[src/sfm_pkg.sv]
// Shared types and constants for the servo failsafe mux sequencer.
// Used by sfm_train and servo_failsafe_mux_sequencer_top; no dependencies.
package sfm_pkg;

	localparam int NUM_CHANNELS = 8;
	localparam int NUM_SLOTS    = 4;
	localparam int CH_W         = 4;
	localparam int PW_W         = 15;
	localparam int SLOT_W       = 16;
	localparam int SLOT_IDX_W   = 2;
	localparam int TMO_W        = 8;
	localparam int CHIDX_W      = 3;
	localparam int PADDR_W      = 5;

	// Operation codes of an input word.
	localparam logic [2:0] OP_TICK        = 3'd0;
	localparam logic [2:0] OP_FRAME       = 3'd1;
	localparam logic [2:0] OP_RADIO_WRITE = 3'd2;
	localparam logic [2:0] OP_OUT_WRITE   = 3'd3;
	localparam logic [2:0] OP_LINK_MSG    = 3'd4;

	// Register indexes (byte address is four times the index).
	localparam logic [2:0] REG_COMM_TIMEOUT = 3'd0;
	localparam logic [2:0] REG_FS_CHANNEL   = 3'd1;
	localparam logic [2:0] REG_FS_MIN       = 3'd2;
	localparam logic [2:0] REG_FS_MAX       = 3'd3;
	localparam logic [2:0] REG_MODE_CHANNEL = 3'd4;
	localparam logic [2:0] REG_MODE_THRESH  = 3'd5;
	localparam logic [2:0] REG_EMPTY_TICKS  = 3'd6;

	// Register reset values.
	localparam logic [TMO_W-1:0]  RST_COMM_TIMEOUT = 8'd10;
	localparam logic [CH_W-1:0]   RST_FS_CHANNEL   = 4'd5;
	localparam logic [PW_W-1:0]   RST_FS_MIN       = 15'd2000;
	localparam logic [PW_W-1:0]   RST_FS_MAX       = 15'd4000;
	localparam logic [CH_W-1:0]   RST_MODE_CHANNEL = 4'd6;
	localparam logic [PW_W-1:0]   RST_MODE_THRESH  = 15'd2500;
	localparam logic [SLOT_W-1:0] RST_EMPTY_TICKS  = 16'd100;

	typedef struct packed {
		logic [2:0]      op;
		logic [CH_W-1:0] channel;
		logic [PW_W-1:0] width;
		logic            radio_frame_good;
		logic            failsafe_received;
	} item_t;

	typedef struct packed {
		logic [NUM_SLOTS-1:0] pulse_pins;
		logic [PW_W-1:0]      duty_a;
		logic [PW_W-1:0]      duty_b;
		logic [PW_W-1:0]      duty_c;
		logic [PW_W-1:0]      duty_d;
		logic                 comm_ok;
		logic                 failsafe_good;
		logic                 passthrough_on;
		logic                 outputs_active;
		logic                 sequencing;
	} result_t;

	// Control from the top level to the pulse train for one word.
	typedef struct packed {
		logic tick;
		logic start;
	} train_ctl_t;

	typedef logic [PW_W-1:0] width_t;

endpackage

[src/sfm_train.sv]
// Four-slot serial pulse train for output channels 8, 6, 4 and 2.
// Depends on sfm_pkg for widths and the control struct.
module sfm_train (
	input  logic                                clk,
	input  logic                                arst_n,
	input  sfm_pkg::train_ctl_t                 ctl,
	input  sfm_pkg::width_t [sfm_pkg::NUM_SLOTS-1:0] slot_w,
	input  logic [sfm_pkg::SLOT_W-1:0]          empty_ticks,
	output logic [sfm_pkg::NUM_SLOTS-1:0]       pins_next,
	output logic                                running_next
);

	logic [sfm_pkg::SLOT_IDX_W-1:0] idx_q, idx_d;
	logic [sfm_pkg::SLOT_W-1:0]     rem_q, rem_d;
	logic [sfm_pkg::NUM_SLOTS-1:0]  pins_q, pins_d;
	logic                           run_q, run_d;
	logic [sfm_pkg::SLOT_IDX_W-1:0] nxt_idx;
	logic                           do_start;
	sfm_pkg::width_t                w_sel;

	// Next state of the train for a tick or a restart from a frame event.
	always_comb begin
		idx_d    = idx_q;
		rem_d    = rem_q;
		pins_d   = pins_q;
		run_d    = run_q;
		nxt_idx  = '0;
		do_start = 1'b0;
		if (ctl.start) begin
			run_d    = 1'b1;
			nxt_idx  = '0;
			do_start = 1'b1;
		end else if (ctl.tick && run_q) begin
			if (rem_q > sfm_pkg::SLOT_W'(1)) begin
				rem_d = rem_q - sfm_pkg::SLOT_W'(1);
			end else begin
				pins_d[idx_q] = 1'b0;
				if (idx_q != sfm_pkg::SLOT_IDX_W'(sfm_pkg::NUM_SLOTS - 1)) begin
					nxt_idx  = idx_q + sfm_pkg::SLOT_IDX_W'(1);
					do_start = 1'b1;
				end else begin
					run_d = 1'b0;
					rem_d = '0;
					idx_d = '0;
				end
			end
		end
		// Slot start: a nonzero width runs twice its value high, else an empty gap low.
		w_sel = slot_w[nxt_idx];
		if (do_start) begin
			idx_d = nxt_idx;
			if (w_sel != '0) begin
				rem_d           = {w_sel, 1'b0};
				pins_d[nxt_idx] = 1'b1;
			end else begin
				rem_d           = empty_ticks;
				pins_d[nxt_idx] = 1'b0;
			end
		end
	end

	assign pins_next    = pins_d;
	assign running_next = run_d;

	// Train state registers; they move only when a word is processed.
	always_ff @(posedge clk or negedge arst_n) begin
		if (!arst_n) begin
			idx_q  <= '0;
			rem_q  <= '0;
			pins_q <= '0;
			run_q  <= 1'b0;
		end else if (ctl.start || ctl.tick) begin
			idx_q  <= idx_d;
			rem_q  <= rem_d;
			pins_q <= pins_d;
			run_q  <= run_d;
		end
	end

endmodule

[src/servo_failsafe_mux_sequencer_top.sv]
// Servo failsafe mux sequencer: top level with handshake, registers and frame logic.
// Depends on sfm_pkg and instantiates sfm_train.
//
// Each input word is held in an input register, the channel stores, link and
// failsafe flags and pulse train are updated in a single pass, and the result word
// is captured in an output register, so a new word is accepted every cycle while
// the result side takes words. Every word gives exactly one result word showing
// the state after that word. The pulse train counts down one tick per timer-tick
// word; a slot with nonzero width lasts twice the width in ticks with its pin high,
// an empty slot lasts the empty-ticks register value in ticks with its pin low.
// Configuration registers sit at byte addresses 0, 4, ... 24 on the APB port.
module servo_failsafe_mux_sequencer_top (
	input  logic                          clk,
	input  logic                          arst_n,
	input  logic                          item_valid,
	output logic                          item_stall,
	input  sfm_pkg::item_t                item,
	output logic                          result_valid,
	input  logic                          result_stall,
	output sfm_pkg::result_t              result,
	input  logic                          psel,
	input  logic                          penable,
	input  logic                          pwrite,
	input  logic [sfm_pkg::PADDR_W-1:0]   paddr,
	input  logic [31:0]                   pwdata,
	output logic [31:0]                   prdata,
	output logic                          pready
);

	// Configuration registers.
	logic [sfm_pkg::TMO_W-1:0]  comm_limit_q;
	logic [sfm_pkg::CH_W-1:0]   fs_ch_q;
	logic [sfm_pkg::PW_W-1:0]   fs_min_q;
	logic [sfm_pkg::PW_W-1:0]   fs_max_q;
	logic [sfm_pkg::CH_W-1:0]   mode_ch_q;
	logic [sfm_pkg::PW_W-1:0]   mode_thr_q;
	logic [sfm_pkg::SLOT_W-1:0] empty_ticks_q;
	logic [2:0]                 reg_idx;
	logic                       cfg_wr;

	assign pready  = 1'b1;
	assign reg_idx = paddr[4:2];
	assign cfg_wr  = psel && penable && pwrite;

	always_ff @(posedge clk or negedge arst_n) begin
		if (!arst_n) begin
			comm_limit_q  <= sfm_pkg::RST_COMM_TIMEOUT;
			fs_ch_q       <= sfm_pkg::RST_FS_CHANNEL;
			fs_min_q      <= sfm_pkg::RST_FS_MIN;
			fs_max_q      <= sfm_pkg::RST_FS_MAX;
			mode_ch_q     <= sfm_pkg::RST_MODE_CHANNEL;
			mode_thr_q    <= sfm_pkg::RST_MODE_THRESH;
			empty_ticks_q <= sfm_pkg::RST_EMPTY_TICKS;
		end else if (cfg_wr) begin
			case (reg_idx)
				sfm_pkg::REG_COMM_TIMEOUT: comm_limit_q  <= pwdata[sfm_pkg::TMO_W-1:0];
				sfm_pkg::REG_FS_CHANNEL:   fs_ch_q       <= pwdata[sfm_pkg::CH_W-1:0];
				sfm_pkg::REG_FS_MIN:       fs_min_q      <= pwdata[sfm_pkg::PW_W-1:0];
				sfm_pkg::REG_FS_MAX:       fs_max_q      <= pwdata[sfm_pkg::PW_W-1:0];
				sfm_pkg::REG_MODE_CHANNEL: mode_ch_q     <= pwdata[sfm_pkg::CH_W-1:0];
				sfm_pkg::REG_MODE_THRESH:  mode_thr_q    <= pwdata[sfm_pkg::PW_W-1:0];
				sfm_pkg::REG_EMPTY_TICKS:  empty_ticks_q <= pwdata[sfm_pkg::SLOT_W-1:0];
				default: ;
			endcase
		end
	end

	// Register read-back.
	always_comb begin
		case (reg_idx)
			sfm_pkg::REG_COMM_TIMEOUT: prdata = 32'(comm_limit_q);
			sfm_pkg::REG_FS_CHANNEL:   prdata = 32'(fs_ch_q);
			sfm_pkg::REG_FS_MIN:       prdata = 32'(fs_min_q);
			sfm_pkg::REG_FS_MAX:       prdata = 32'(fs_max_q);
			sfm_pkg::REG_MODE_CHANNEL: prdata = 32'(mode_ch_q);
			sfm_pkg::REG_MODE_THRESH:  prdata = 32'(mode_thr_q);
			sfm_pkg::REG_EMPTY_TICKS:  prdata = 32'(empty_ticks_q);
			default:                   prdata = '0;
		endcase
	end

	// Handshake: input register feeding an output register.
	sfm_pkg::item_t item_s1;
	logic           valid_s1;
	logic           out_free;
	logic           advance;
	logic           accept;
	logic           result_valid_q;
	sfm_pkg::result_t result_q;

	assign out_free   = !result_valid_q || !result_stall;
	assign advance    = valid_s1 && out_free;
	assign item_stall = valid_s1 && !out_free;
	assign accept     = item_valid && !item_stall;

	always_ff @(posedge clk or negedge arst_n) begin
		if (!arst_n) begin
			valid_s1 <= 1'b0;
		end else if (accept) begin
			valid_s1 <= 1'b1;
		end else if (advance) begin
			valid_s1 <= 1'b0;
		end
	end

	always_ff @(posedge clk) begin
		if (accept) begin
			item_s1 <= item;
		end
	end

	// Block state.
	sfm_pkg::width_t [sfm_pkg::NUM_CHANNELS-1:0] radio_q, radio_d;
	sfm_pkg::width_t [sfm_pkg::NUM_CHANNELS-1:0] outw_q, outw_d;
	sfm_pkg::width_t [3:0]                       duty_q, duty_d;
	logic [sfm_pkg::TMO_W-1:0]                   tmo_q, tmo_d;
	logic link_q, link_d, fs_q, fs_d, pt_q, pt_d, act_q, act_d;

	// Width stored for a channel number; numbers outside 1..8 read as zero.
	function automatic sfm_pkg::width_t chan_width(
		input sfm_pkg::width_t [sfm_pkg::NUM_CHANNELS-1:0] arr,
		input logic [sfm_pkg::CH_W-1:0]                    ch
	);
		logic [sfm_pkg::CH_W-1:0] idx;
		idx = ch - sfm_pkg::CH_W'(1);
		if (ch == '0 || ch > sfm_pkg::CH_W'(sfm_pkg::NUM_CHANNELS)) begin
			return '0;
		end
		return arr[idx[sfm_pkg::CHIDX_W-1:0]];
	endfunction

	sfm_pkg::width_t          fs_w;
	sfm_pkg::width_t          mode_w;
	logic [sfm_pkg::CH_W-1:0] wr_idx;
	logic                     ch_ok;
	logic                     is_frame;
	sfm_pkg::train_ctl_t      train_ctl;

	assign fs_w     = chan_width(radio_q, fs_ch_q);
	assign mode_w   = chan_width(radio_q, mode_ch_q);
	assign wr_idx   = item_s1.channel - sfm_pkg::CH_W'(1);
	assign ch_ok    = item_s1.channel != '0 &&
		item_s1.channel <= sfm_pkg::CH_W'(sfm_pkg::NUM_CHANNELS);
	assign is_frame = item_s1.op == sfm_pkg::OP_FRAME;

	// Next state for the word in the input register.
	always_comb begin
		radio_d = radio_q;
		outw_d  = outw_q;
		duty_d  = duty_q;
		tmo_d   = tmo_q;
		link_d  = link_q;
		fs_d    = fs_q;
		pt_d    = pt_q;
		act_d   = act_q;
		train_ctl.tick  = 1'b0;
		train_ctl.start = 1'b0;
		if (advance) begin
			case (item_s1.op)
				sfm_pkg::OP_TICK: begin
					train_ctl.tick = 1'b1;
				end
				sfm_pkg::OP_FRAME: begin
					// Link timeout, failsafe range and passthrough selection.
					if (tmo_q == comm_limit_q) begin
						link_d = 1'b0;
					end else begin
						link_d = 1'b1;
						tmo_d  = tmo_q + sfm_pkg::TMO_W'(1);
					end
					fs_d = item_s1.failsafe_received && fs_w >= fs_min_q && fs_w <= fs_max_q;
					pt_d = !link_d || (fs_d && mode_w < mode_thr_q);
					act_d = act_q || item_s1.radio_frame_good;
					if (pt_d) begin
						outw_d = radio_q;
					end
					if (act_d) begin
						duty_d[0] = outw_d[6];
						duty_d[1] = outw_d[4];
						duty_d[2] = outw_d[2];
						duty_d[3] = outw_d[0];
						train_ctl.start = 1'b1;
					end
				end
				sfm_pkg::OP_RADIO_WRITE: begin
					if (ch_ok) begin
						radio_d[wr_idx[sfm_pkg::CHIDX_W-1:0]] = item_s1.width;
					end
				end
				sfm_pkg::OP_OUT_WRITE: begin
					if (ch_ok) begin
						outw_d[wr_idx[sfm_pkg::CHIDX_W-1:0]] = item_s1.width;
					end
				end
				sfm_pkg::OP_LINK_MSG: begin
					tmo_d = '0;
				end
				default: ;
			endcase
		end
	end

	always_ff @(posedge clk or negedge arst_n) begin
		if (!arst_n) begin
			radio_q <= '0;
			outw_q  <= '0;
			duty_q  <= '0;
			tmo_q   <= '0;
			link_q  <= 1'b0;
			fs_q    <= 1'b0;
			pt_q    <= 1'b0;
			act_q   <= 1'b0;
		end else begin
			radio_q <= radio_d;
			outw_q  <= outw_d;
			duty_q  <= duty_d;
			tmo_q   <= tmo_d;
			link_q  <= link_d;
			fs_q    <= fs_d;
			pt_q    <= pt_d;
			act_q   <= act_d;
		end
	end

	// Pulse train for channels 8, 6, 4 and 2, fed with the updated output widths.
	sfm_pkg::width_t [sfm_pkg::NUM_SLOTS-1:0] slot_w;
	logic [sfm_pkg::NUM_SLOTS-1:0]            pins_next;
	logic                                     running_next;

	assign slot_w[0] = outw_d[7];
	assign slot_w[1] = outw_d[5];
	assign slot_w[2] = outw_d[3];
	assign slot_w[3] = outw_d[1];

	sfm_train u_train (
		.clk          (clk),
		.arst_n       (arst_n),
		.ctl          (train_ctl),
		.slot_w       (slot_w),
		.empty_ticks  (empty_ticks_q),
		.pins_next    (pins_next),
		.running_next (running_next)
	);

	// Result register.
	always_ff @(posedge clk or negedge arst_n) begin
		if (!arst_n) begin
			result_valid_q <= 1'b0;
		end else if (out_free) begin
			result_valid_q <= advance;
		end
	end

	always_ff @(posedge clk) begin
		if (advance) begin
			result_q.pulse_pins     <= pins_next;
			result_q.duty_a         <= duty_d[0];
			result_q.duty_b         <= duty_d[1];
			result_q.duty_c         <= duty_d[2];
			result_q.duty_d         <= duty_d[3];
			result_q.comm_ok        <= link_d;
			result_q.failsafe_good  <= fs_d;
			result_q.passthrough_on <= pt_d;
			result_q.outputs_active <= act_d;
			result_q.sequencing     <= running_next;
		end
	end

	assign result_valid = result_valid_q;
	assign result       = result_q;

`ifndef SYNTHESIS
	// All pins are low once the train has finished.
	a_idle_pins_low: assert property (@(posedge clk) disable iff (!arst_n)
		result_valid && !result.sequencing |-> result.pulse_pins == '0)
		else $error("pulse pin high with no train running");

	// The train only runs after outputs have been enabled.
	a_seq_needs_active: assert property (@(posedge clk) disable iff (!arst_n)
		result_valid && result.sequencing |-> result.outputs_active)
		else $error("train running before outputs active");

	// With the link alive, passthrough requires a good failsafe.
	a_pt_with_link: assert property (@(posedge clk) disable iff (!arst_n)
		result_valid && result.passthrough_on && result.comm_ok |-> result.failsafe_good)
		else $error("passthrough with live link but no failsafe");

	// The input side only stalls when a result word is waiting.
	a_stall_has_result: assert property (@(posedge clk) disable iff (!arst_n)
		item_stall |-> result_valid && valid_s1)
		else $error("input stalled with empty output register");

	// A frame event that processes with a good frame leaves outputs active.
	a_frame_sets_active: assert property (@(posedge clk) disable iff (!arst_n)
		advance && is_frame && item_s1.radio_frame_good |=> act_q)
		else $error("good frame did not set outputs active");
`endif

endmodule
[config.mk]
export PLATFORM = sky130hd
export DESIGN_NAME = servo_failsafe_mux_sequencer_top
export DESIGN_NICKNAME = d
export VERILOG_FILES = /design/src/sfm_pkg.sv /design/src/sfm_train.sv /design/src/servo_failsafe_mux_sequencer_top.sv
export SDC_FILE = /design/constraint.sdc
export NUM_CORES = 1
export LEC_CHECK = 0
export ABC_AREA = 1
export ABC_CLOCK_PERIOD_IN_PS = 7080
export BUFFER_PORTS_ARGS = -buffer_cell sky130_fd_sc_hd__buf_4
export CORE_MARGIN = 8
export CORE_UTILIZATION = 43
export CTS_CLUSTER_DIAMETER = 150
export DETAILED_ROUTE_END_ITERATION = 8
export PLACE_DENSITY = 0.7
export SYNTH_ARGS = -nofsm -noshare
export SYNTH_HDL_FRONTEND = slang
export SYNTH_HIERARCHICAL = 1
export SYNTH_SLANG_ARGS = --single-unit
[constraint.sdc]
create_clock -name clk -period 7.08 [get_ports clk]
set_clock_uncertainty 0.1 [all_clocks]
set_input_delay 1.77 -clock clk [delete_from_list [all_inputs] [get_ports clk]]
set_output_delay 1.77 -clock clk [all_outputs]
set_load 0.02 [all_outputs]
# Word level (Yosys, flattened, before mapping)
# Index checks and enable logic that the tools add are counted.
[word_totals] reg_bits=507 output_inout_bits=104 elab_cells=218
[op_classes] addsub=6 n_lt_le_gt_ge=15 eq_ne=18 n_mux=75 bitwise=5 reduce_logical=46
[op_table] operator="two-way mux 120 bit" n=3
[op_table] operator="bitwise mux 120 bit" n=2
[op_table] operator="case mux 120 bit (2 select lines)" n=1
[op_table] operator="two-way mux 60 bit" n=3
[op_table] operator="two-way mux 15 bit" n=8
[op_table] operator="case mux 16 bit (7 select lines)" n=1
[op_table] operator="two-way mux 16 bit" n=6
[op_table] operator="binary-select mux 15 bit (select 3 bit)" n=2
[op_table] operator="demux 15 bit (select 3 bit)" n=1
[op_table] operator="binary-select mux 15 bit (select 2 bit)" n=1
[op_table] operator="two-way mux 1 bit" n=28
[op_table] operator="two-way mux 2 bit" n=10
[op_table] operator="two-way mux 4 bit" n=5
[op_table] operator="greater-than comparator 16 x 1 -> 1 bit, second input constant" n=1
[op_table] operator="case mux 8 bit (2 select lines)" n=1
[op_table] operator="subtractor 16 x 1 -> 16 bit, second input constant" n=1
[op_table] operator=">= comparator 15 bit" n=1
[op_table] operator="less-or-equal comparator 15 bit" n=1
[op_table] operator="less-than comparator 15 bit" n=1
[op_table] operator="nonzero test 15 bit" n=1
[op_table] operator="AND reduction 2 bit" n=7
[op_table] operator="logical AND 1 bit" n=13
[op_table] operator="equality test 3 x 2 -> 1 bit, second input constant" n=4
[op_table] operator="equality test 3 bit, second input constant" n=4
[op_table] operator="28 further kinds" n=59

# Depth between registers and ports, before layout
# Gate-level depths: netlist (run 1).
[logic_depth] word_depth=17 depth_mapped=42 ltp_nobuf=35

# Hierarchy
# The synthesis (run 1) kept the hierarchy.
[by_module_without_submodules] module="servo_failsafe_mux_sequencer_top" instances=1 cells_each=3567 area_each_um2=26929.6 seq_area_each_um2=12609.6
[by_module_without_submodules] module="sfm_train" instances=1 cells_each=423 area_each_um2=2620.0 seq_area_each_um2=575.6

# Worst setup path after synthesis (run 1)
# OpenSTA, ideal clock, no wires.
[synth_path] path_type="reg-to-reg" start="register fs_ch_q[0] (netlist bit)" end="register result_q, in the netlist result[66] (data pin)" setup_ps=269 arrival_ps=4998 required_ps=6711 path_slack_ps=1714 path_stages_with_launch=42 synth_period_minus_slack_ps=5366 cell_sequence="dfstp_2 -> inv_2 -> buf_6 -> clkbuf_1 -> ha_1 -> inv_1 -> buf_2 -> clkbuf_1 -> o21ai_0 -> a21oi_1 -> a211oi_1 -> a311oi_1 -> ha_1 -> nand2_1 -> nor2_1 -> a211oi_1 -> nor2_1 -> nand2_1 -> (+6 left out) -> nand3_2 -> nand2_2 -> buf_4 -> buf_2 -> nand2_1 -> nand3_1 -> a21oi_1 -> nand3_1 -> nand2_1 -> nor2_1 -> nand2_1 -> inv_1 -> nand2_1 -> nor2_8 -> nand2_4 -> buf_6 -> nand2_1 -> o21ai_0"
[synth_rtl] element="from (decl)" line="servo_failsafe_mux_sequencer_top.sv:32" text="logic [sfm_pkg::CH_W-1:0] fs_ch_q;"
[synth_rtl] element="from (signal assigned)" line="servo_failsafe_mux_sequencer_top.sv:48" text="fs_ch_q <= sfm_pkg::RST_FS_CHANNEL;"
[synth_rtl] element="from (signal assigned)" line="servo_failsafe_mux_sequencer_top.sv:57" text="sfm_pkg::REG_FS_CHANNEL: fs_ch_q <= pwdata[sfm_pkg::CH_W-1:0];"
[synth_rtl] element="to (decl)" line="servo_failsafe_mux_sequencer_top.sv:89" text="sfm_pkg::result_t result_q;"

==> summary.txt, run 1 <==
Outcome
  • Status: complete, no violations

Pwr
  • Sw frac: 40.00%
  • Switch Pwr: approximately 4.8 mW
  • Clock network power share: between 20% and 30%
  • VDD IR max: 0.0002136 V
  • Logic pwr share: between 30% and 40%
  • P_int: 7.242 mW
  • Total power: 12.07 mW
  • Pwr Density: between 300 and 400 nW/um2
  • Leak Pwr: 15.44 nW
  • Flop pwr share: 36.0%

Global routing
  • First-pass GRT wire length: 147.9 mm
  • Number of global-route vias before repair: ~25000
  • Initial antenna violation count: 0
  • GRT Resource Usage Total: between 20% and 30%
  • Largest net degree at the start of global routing: roughly 120
  • GRT overflow: 0

STA
  • Final setup TNS: 0 ps
  • Setup Viol. Count Final: 0
  • Relative slew slack: between 20% and 30%
  • Part of the cycle the worst path needs: a little over nine tenths
  • Final min period: roughly 6600 ps
  • Slew Viols, Final: 0
  • Fmax: 150.5 MHz
  • RSZ-0062 raised after global routing: false
  • Fin. Hold Viols: 0
  • Worst Tran Pin Value: approximately 1100 ps

Clock tree
  • Clk buf depth: 3
  • Clock latency on the worst-skew pair: 630 ps
  • Max H-tree Level: 2
  • Number of buffers created by CTS: 57
  • Root buf cell: clkbuf_16
  • CTS tree: yes
  • Clock Pin Slew Worst Setup and Hold Paths: 60 ps
  • Postcts setup bufs: 0
  • CTS sink count: approximately 500

Final layout
  • Finished Cell Area: approximately 33000 um2
  • Final core utilization: 48.39%
  • Final non-filler cell total: ~4900
  • Fillers: ~6600
  • Layout cell share with drive strength beyond 1: a little under a tenth
  • # nets final: 4099
  • Antenna cell count: 0
  • Area grow syn2layout: 11.92%

Critical path
  • Critical-path maximum fanout: 73
  • Critical path destination: result[67]$_DFFE_PP_
  • Crit Path Class: register to register
  • Reg-to-reg slack, setup: 430 ps
  • Most Frequent Cell on Critical Path: nand2_1
  • CP Data Arrival Time: 6900 ps
  • Crit-path max cell delay: 710 ps
  • Setup crit start: fs_ch_q[0]$_DFFE_PN1P_
  • RR Endpoint: result[67]$_DFFE_PP_
  • Critical path launch point type: register
  • Reg2Reg Depth: 29
  • Worst setup EP type: register
  • WP data required: 7330 ps
  • Worst r2r src: fs_ch_q[0]$_DFFE_PN1P_
  • CP max stage cell: a311oi_1

Place
  • Gpl congestion: 0.9522
  • Placed cell areas: 31000 um2
  • Hpwl dp: between 60 and 70 mm
  • Placed insts: between 4000 and 5000
  • PortBufs: between 100 and 150

Logic synthesis
  • Synthesized cell area: roughly 30000 um2
  • Seq cells post-synth: between 500 and 600
  • Sequential share of the synthesized area: between 40 and 50%
  • Synth warn: 6
  • Top_reg_cell synth: dfrtp_1
  • Cells after synthesis: about 4000
  • Ys async rst share: between 80% and 90%
  • EDFF count, synth: 93
  • Count of cell types in the netlist: between 40 and 50
  • Syn Area/Cell: around 7.4 um2

Drt
  • Initial DRC count: 2951
  • Antenna Violating Nets Remaining: 0
  • # DRC: 0
  • Total wire length: 95.43 mm
  • Avg Vias per Cell: about 5.5
  • TritonRoute pass-1 iters: 5
  • Wirelength per Cell: approximately 19 um
  • Vias: between 20000 and 30000

Floorplan
  • Die footprint: slightly below 80000 um2
  • Die X: between 200 and 300 um
  • Boundary Pins: around 170
  • Initial core utilization: a little over two fifths
  • Core Region: between 60000 and 70000 um2
  • Row Count: 96
  • Die height: approximately 280 um

Min path
  • Type of the tightest min-delay check: register to register

Flow run
  • Max_cap viols: 0
## metrics by stage
| stage | hold WS (ps) | setup slack (ps) |
|---|---|---|
| final | 385.1 | 433.3 |
| after CTS | 387.0 | 427.9 |
| after detailed placement | 372.3 | 430.8 |
| after global routing | 403.6 | 52.84 |
| after floorplan | 340.7 | 1714 |
| after global placement | 366.1 | 532.0 |
## worst max-delay path, delay by kind of cell (launching register included)
| kind | cells | cell delay (ps) |
|---|---|---|
| compound gates | 3 | 910 |
| buf+inv | 6 | 1420 |
| simple gates | 18 | 3030 |
| flops | 1 | 370 |
| fa+ha+maj | 2 | 530 |
## cells in the mapped netlist, types with 13 or more instances
library cell / n / area share [%]
ha_1: 51 / 2.2
buf_2: 41 / 0.69
dfstp_2: 26 / 2.3
nor3_1: 27 / 0.46
a21oi_1: 342 / 5.8
nand4_1: 13 / 0.28
o22ai_1: 18 / 0.38
dfrtp_1: 388 / 33
o21ai_0: 442 / 7.5
buf_4: 27 / 0.69
clkbuf_1: 165 / 2.1
buf_1: 30 / 0.38
a211oi_1: 30 / 0.76
nand2_1: 794 / 10
o211ai_1: 64 / 1.6
edfxtp_1: 93 / 9.5
nor2_1: 216 / 2.7
inv_1: 632 / 8.0
buf_6: 16 / 0.61
nand3_1: 455 / 7.7
a311oi_1: 25 / 0.74
## placed cells by master (no fill, tap or decap), types with 3 or more instances in the layout
cell,n
a211oi_1,30
a21oi_1,341
a21oi_2,8
a311oi_1,23
buf_12,5
buf_4,190
bufinv_16,8
clkbuf_1,8
clkbuf_16,60
clkbuf_8,11
clkinv_1,6
clkinv_2,12
clkinvlp_4,4
conb_1,17
dfrtp_1,388
dfstp_2,26
edfxtp_1,93
ha_1,51
inv_1,630
inv_2,5
nand2_1,794
nand2_2,8
nand3_1,455
nand3_2,7
nand3_4,3
nand4_1,13
nor2_1,213
nor2_2,7
nor2_4,8
nor3_1,22
nor3_2,5
nor4_1,5
o211ai_1,64
o21ai_0,442
o221ai_1,5
o22ai_1,18
xnor2_1,5
xor2_1,9
## power by group through the flow
stage,Clock [mW],Combinational (mW),Sequential (mW)
3_5_place_dp,0,4.44,4.37
6_report,3.23,4.51,4.34
2_1_floorplan,0,3.07,4.36
4_1_cts,3.27,4.47,4.33
5_1_grt,3.38,5.04,4.43
3_3_place_gp,0,4.38,4.35
## timing repair
action | in CTS | in global routing
gates resized for setup | 0 | 2
endpoints found under the setup margin | 0 | 23
hold buffers | 0 | 0
## cell families (layout without fill, tap and decap cells)
kind of cell,after synthesis,count (layout),share of synthesized area (%)
other cells,2,17,0.02541
simple gates,1551,1551,22.67
flops,507,507,44.62
buf+inv,921,944,12.63
xor+xnor,16,16,0.4997
fa+ha+maj,51,51,2.159
compound gates,942,942,17.39
## worst min path at each step
| stage | from | endpoint | slack [ps] | cells after the start |
|---|---|---|---|---|
| 4_1_cts | radio_q[57]$_DFFE_PN0P_ | radio_q[57]$_DFFE_PN0P_ | 390 | 2 |
| 3_5_place_dp | radio_q[23]$_DFFE_PN0P_ | radio_q[23]$_DFFE_PN0P_ | 370 | 2 |
| 2_1_floorplan | link_q$_DFF_PN0_ | link_q$_DFF_PN0_ | 340 | 2 |
| 3_3_place_gp | radio_q[17]$_DFFE_PN0P_ | radio_q[17]$_DFFE_PN0P_ | 370 | 2 |
| 6_report | radio_q[22]$_DFFE_PN0P_ | radio_q[22]$_DFFE_PN0P_ | 390 | 2 |
| 5_1_grt | radio_q[53]$_DFFE_PN0P_ | radio_q[53]$_DFFE_PN0P_ | 400 | 2 |
## layer usage
layer,vias up,share of wire [%],track usage [%]
met5,-,0,0
met4,0,5.1,11.00
met3,214,8.2,3.894
met2,1095,45,37.29
met1,12690,42,32.56
li1,12980,-,-
## flip-flops by register name, summed over array words and instances (netlist names), 16 cells and up
signal         flops
u_train/rem_q     16
empty_ticks_q     16
duty_q            60
result            69
item_s1           24
radio_q          120
outw_q           120
## final cells by class
cell class | count | area, um2 | share of cell area (%)
Clock buffer | 79 | 1683 | 5.089
Clock inverter | 28 | 370.4 | 1.120
Inverter | 641 | 2409 | 7.283
Multi-Input combinational cell | 2577 | 12780 | 38.64
Sequential cell | 507 | 13190 | 39.87
Tap cell | 882 | 1104 | 3.337
Timing Repair Buffer | 196 | 1541 | 4.661
Note: power is estimated with default switching activity, not from simulation.
==> run 2, diff against run 1 <==
==> constraint.sdc (replaced) <==
create_clock -name clk -period 7.08 [get_ports clk]
set_clock_uncertainty 0.1 [all_clocks]
set_input_delay 1.416 -clock clk [delete_from_list [all_inputs] [get_ports clk]]
set_output_delay 1.416 -clock clk [all_outputs]
set_load 0.02 [all_outputs]
==> run 2 against run 1 <==
- critical path depth is 1 lower
- largest cell class unchanged
- cell count down 0.12%
- clock power decreased by 7.7%
- sequential cell count is the same
- highest routed layer unchanged
==> summary.txt, run 2 (synthesis results as in run 1) <==
Global routing
  • Number of global-route vias before repair: 24660 (was 24730)
  • Initial antenna violation count: 2 (was 0)
  • GRT Resource Usage Total: 24.20% (was 23.94%)
  • First-pass GRT wire length: 148.8 mm (was 147.9 mm)
  • GRT overflow: 0 (unchanged)
  • Largest net degree at the start of global routing: 153 (was 121)

Clock tree
  • Post-CTS sizing: 0 (unchanged)
  • Clock latency on the worst-skew pair: 630 ps (about the same)
  • Clock Pin Slew Worst Setup and Hold Paths: 60 ps (about the same)
  • Max H-tree Level: 2 (unchanged)
  • CTS sink count: 507 (unchanged)
  • Number of buffers created by CTS: 56 (was 57)
  • CTS tree: yes (unchanged)
  • Root buf cell: clkbuf_16 (unchanged)
  • Postcts setup bufs: 0 (unchanged)
  • CTS hold repair buffers: 0 (unchanged)
  • Clk buf depth: 3 (unchanged)

Place
  • Gpl congestion: 0.9449 (was 0.9522)
  • Hpwl dp: 64.21 mm (was 64.61 mm)
  • PortBufs: 136 (unchanged)

STA
  • Part of the cycle the worst path needs: 92.99% (was 93.88%)
  • Final setup TNS: 0 ps (unchanged)
  • Fmax: 151.9 MHz (was 150.5 MHz)
  • Fin. Hold Viols: 0 (unchanged)
  • Slew Viols, Final: 0 (unchanged)
  • RSZ-0062 raised after global routing: false (unchanged)
  • Worst Tran Pin Value: 1123 ps (was 1070 ps)
  • Final min period: 6584 ps (was 6647 ps)
  • Relative slew slack: 24.94% (was 28.47%)
  • Setup Viol. Count Final: 0 (unchanged)

Final layout
  • Fillers: 6576 (was 6595)
  • Area grow syn2layout: 10.99% (was 11.92%)
  • Layout cell share with drive strength beyond 1: 9.080% (was 9.533%)
  • # nets final: 4091 (was 4099)
  • Most frequent cells in the layout: nand2_1 (794), inv_1 (630), nand3_1 (455), o21ai_0 (442), dfrtp_1 (388) (unchanged)
  • Most common cell after layout, fill and taps aside: nand2_1 (unchanged)

Min path
  • Type of the tightest min-delay check: register to register (unchanged)

Drt
  • # DRC: 0 (unchanged)
  • Antenna Violating Nets Remaining: 0 (unchanged)
  • Initial DRC count: 3087 (was 2951)
  • Wirelength per Cell: 19.71 um (was 19.44 um)
  • Avg Vias per Cell: 5.521 (was 5.495)
  • TritonRoute pass-1 iters: 6 (was 5)
  • Vias: 27080 (was 26980)
  • Total wire length: 96.64 mm (was 95.43 mm)

Critical path
  • CP max stage cell: a211oi_1 (was a311oi_1)
  • Critical path launch point type: register (unchanged)
  • WP data required: 7350 ps (was 7330 ps)
  • Most Frequent Cell on Critical Path: nand2_1 (unchanged)
  • Crit-path max cell delay: 680 ps (was 710 ps)
  • Critical-path maximum fanout: 115 (was 73)
  • CP Data Arrival Time: 6850 ps (was 6900 ps)
  • Crit Path Class: register to register (unchanged)
  • Worst setup EP type: register (unchanged)

Floorplan
  • Initial core utilization: 43.24% (unchanged)
  • Die height: 278.1 um (unchanged)
  • Core Region: 68350 um2 (unchanged)
  • Die footprint: 77360 um2 (unchanged)
  • Die X: 278.1 um (unchanged)
  • Boundary Pins: 172 (unchanged)
  • Row Count: 96 (unchanged)

Pwr
  • Total power: 11.79 mW (was 12.07 mW)
  • Leak Pwr: 15.31 nW (was 15.44 nW)
  • VDD IR max: 0.0003037 V (was 0.0002136 V)
  • Pwr Density: 359.6 nW/um2 (was 365.0 nW/um2)

Outcome
  • Status: complete, no violations (unchanged)

Flow run
  • Max_cap viols: 0 (unchanged)
run 2: report_power, final:
part / total, mW / internal [mW] / switching (mW)
sequential: 4.34 / 3.83 / 0.503
clock: 2.98 / 1.72 / 1.25
combinational: 4.48 / 1.45 / 3.03
total: 11.8 / 7.01 / 4.79
run 2: final timing paths:
path	to	start	slack [ps]	depth (start not counted)
max reg2reg	result[67]$_DFFE_PP_	fs_ch_q[0]$_DFFE_PN1P_	500	28
min reg2reg	radio_q[23]$_DFFE_PN0P_	radio_q[23]$_DFFE_PN0P_	380	2
min in group asynchronous	result_valid$_DFFE_PN0P_	arst_n	710	1
min	radio_q[23]$_DFFE_PN0P_	radio_q[23]$_DFFE_PN0P_	380	2
max	result[67]$_DFFE_PP_	fs_ch_q[0]$_DFFE_PN1P_	500	28
max in group asynchronous	fs_min_q[3]$_DFFE_PN0P_	arst_n	4750	2
run 2: worst max-delay path: cells and delay by family (launching register included):
kind	cells	cell delay, ps
fa+ha+maj	2	660
flops	1	530
buf+inv	6	1520
compound gates	5	1110
simple gates	15	2270
run 2: layout make-up:
| class | count | area (um2) | area share, % |
|---|---|---|---|
| clock buffer | 89 | 1709 | 5.211 |
| multi-input combinational | 2577 | 12770 | 38.92 |
| tap | 882 | 1104 | 3.365 |
| clock inverter | 17 | 143.9 | 0.4387 |
| timing repair buffer | 189 | 1476 | 4.502 |
| inverter | 641 | 2409 | 7.344 |
| sequential | 507 | 13190 | 40.20 |
| antenna | 2 | 5.005 | 0.01526 |
run 2: stage by stage:
stage          setup WS, ps  cell area, um2  hold slack (ps)  utilization (%)  instances
2_1_floorplan          1714           29610            340.7                -       4005
3_3_place_gp          666.6           30940            365.8            45.27       4796
3_5_place_dp          664.7           30940            372.8            45.27       4796
4_1_cts               649.8           32790            387.5            47.98       4902
5_1_grt               21.46           32790            399.3            47.98       4902
6_report              496.5           32800            383.8            47.99       4904
run 2: per-layer routing:
layer	up-vias	wire, um	share of wire, %	global-route usage [%]
met4	0	5212	5.4	11.98
li1	12950	-	-	-
met3	209	7653	7.9	3.693
met2	1143	43050	45	37.07
met1	12780	40720	42	33.26
met5	-	0	0	0
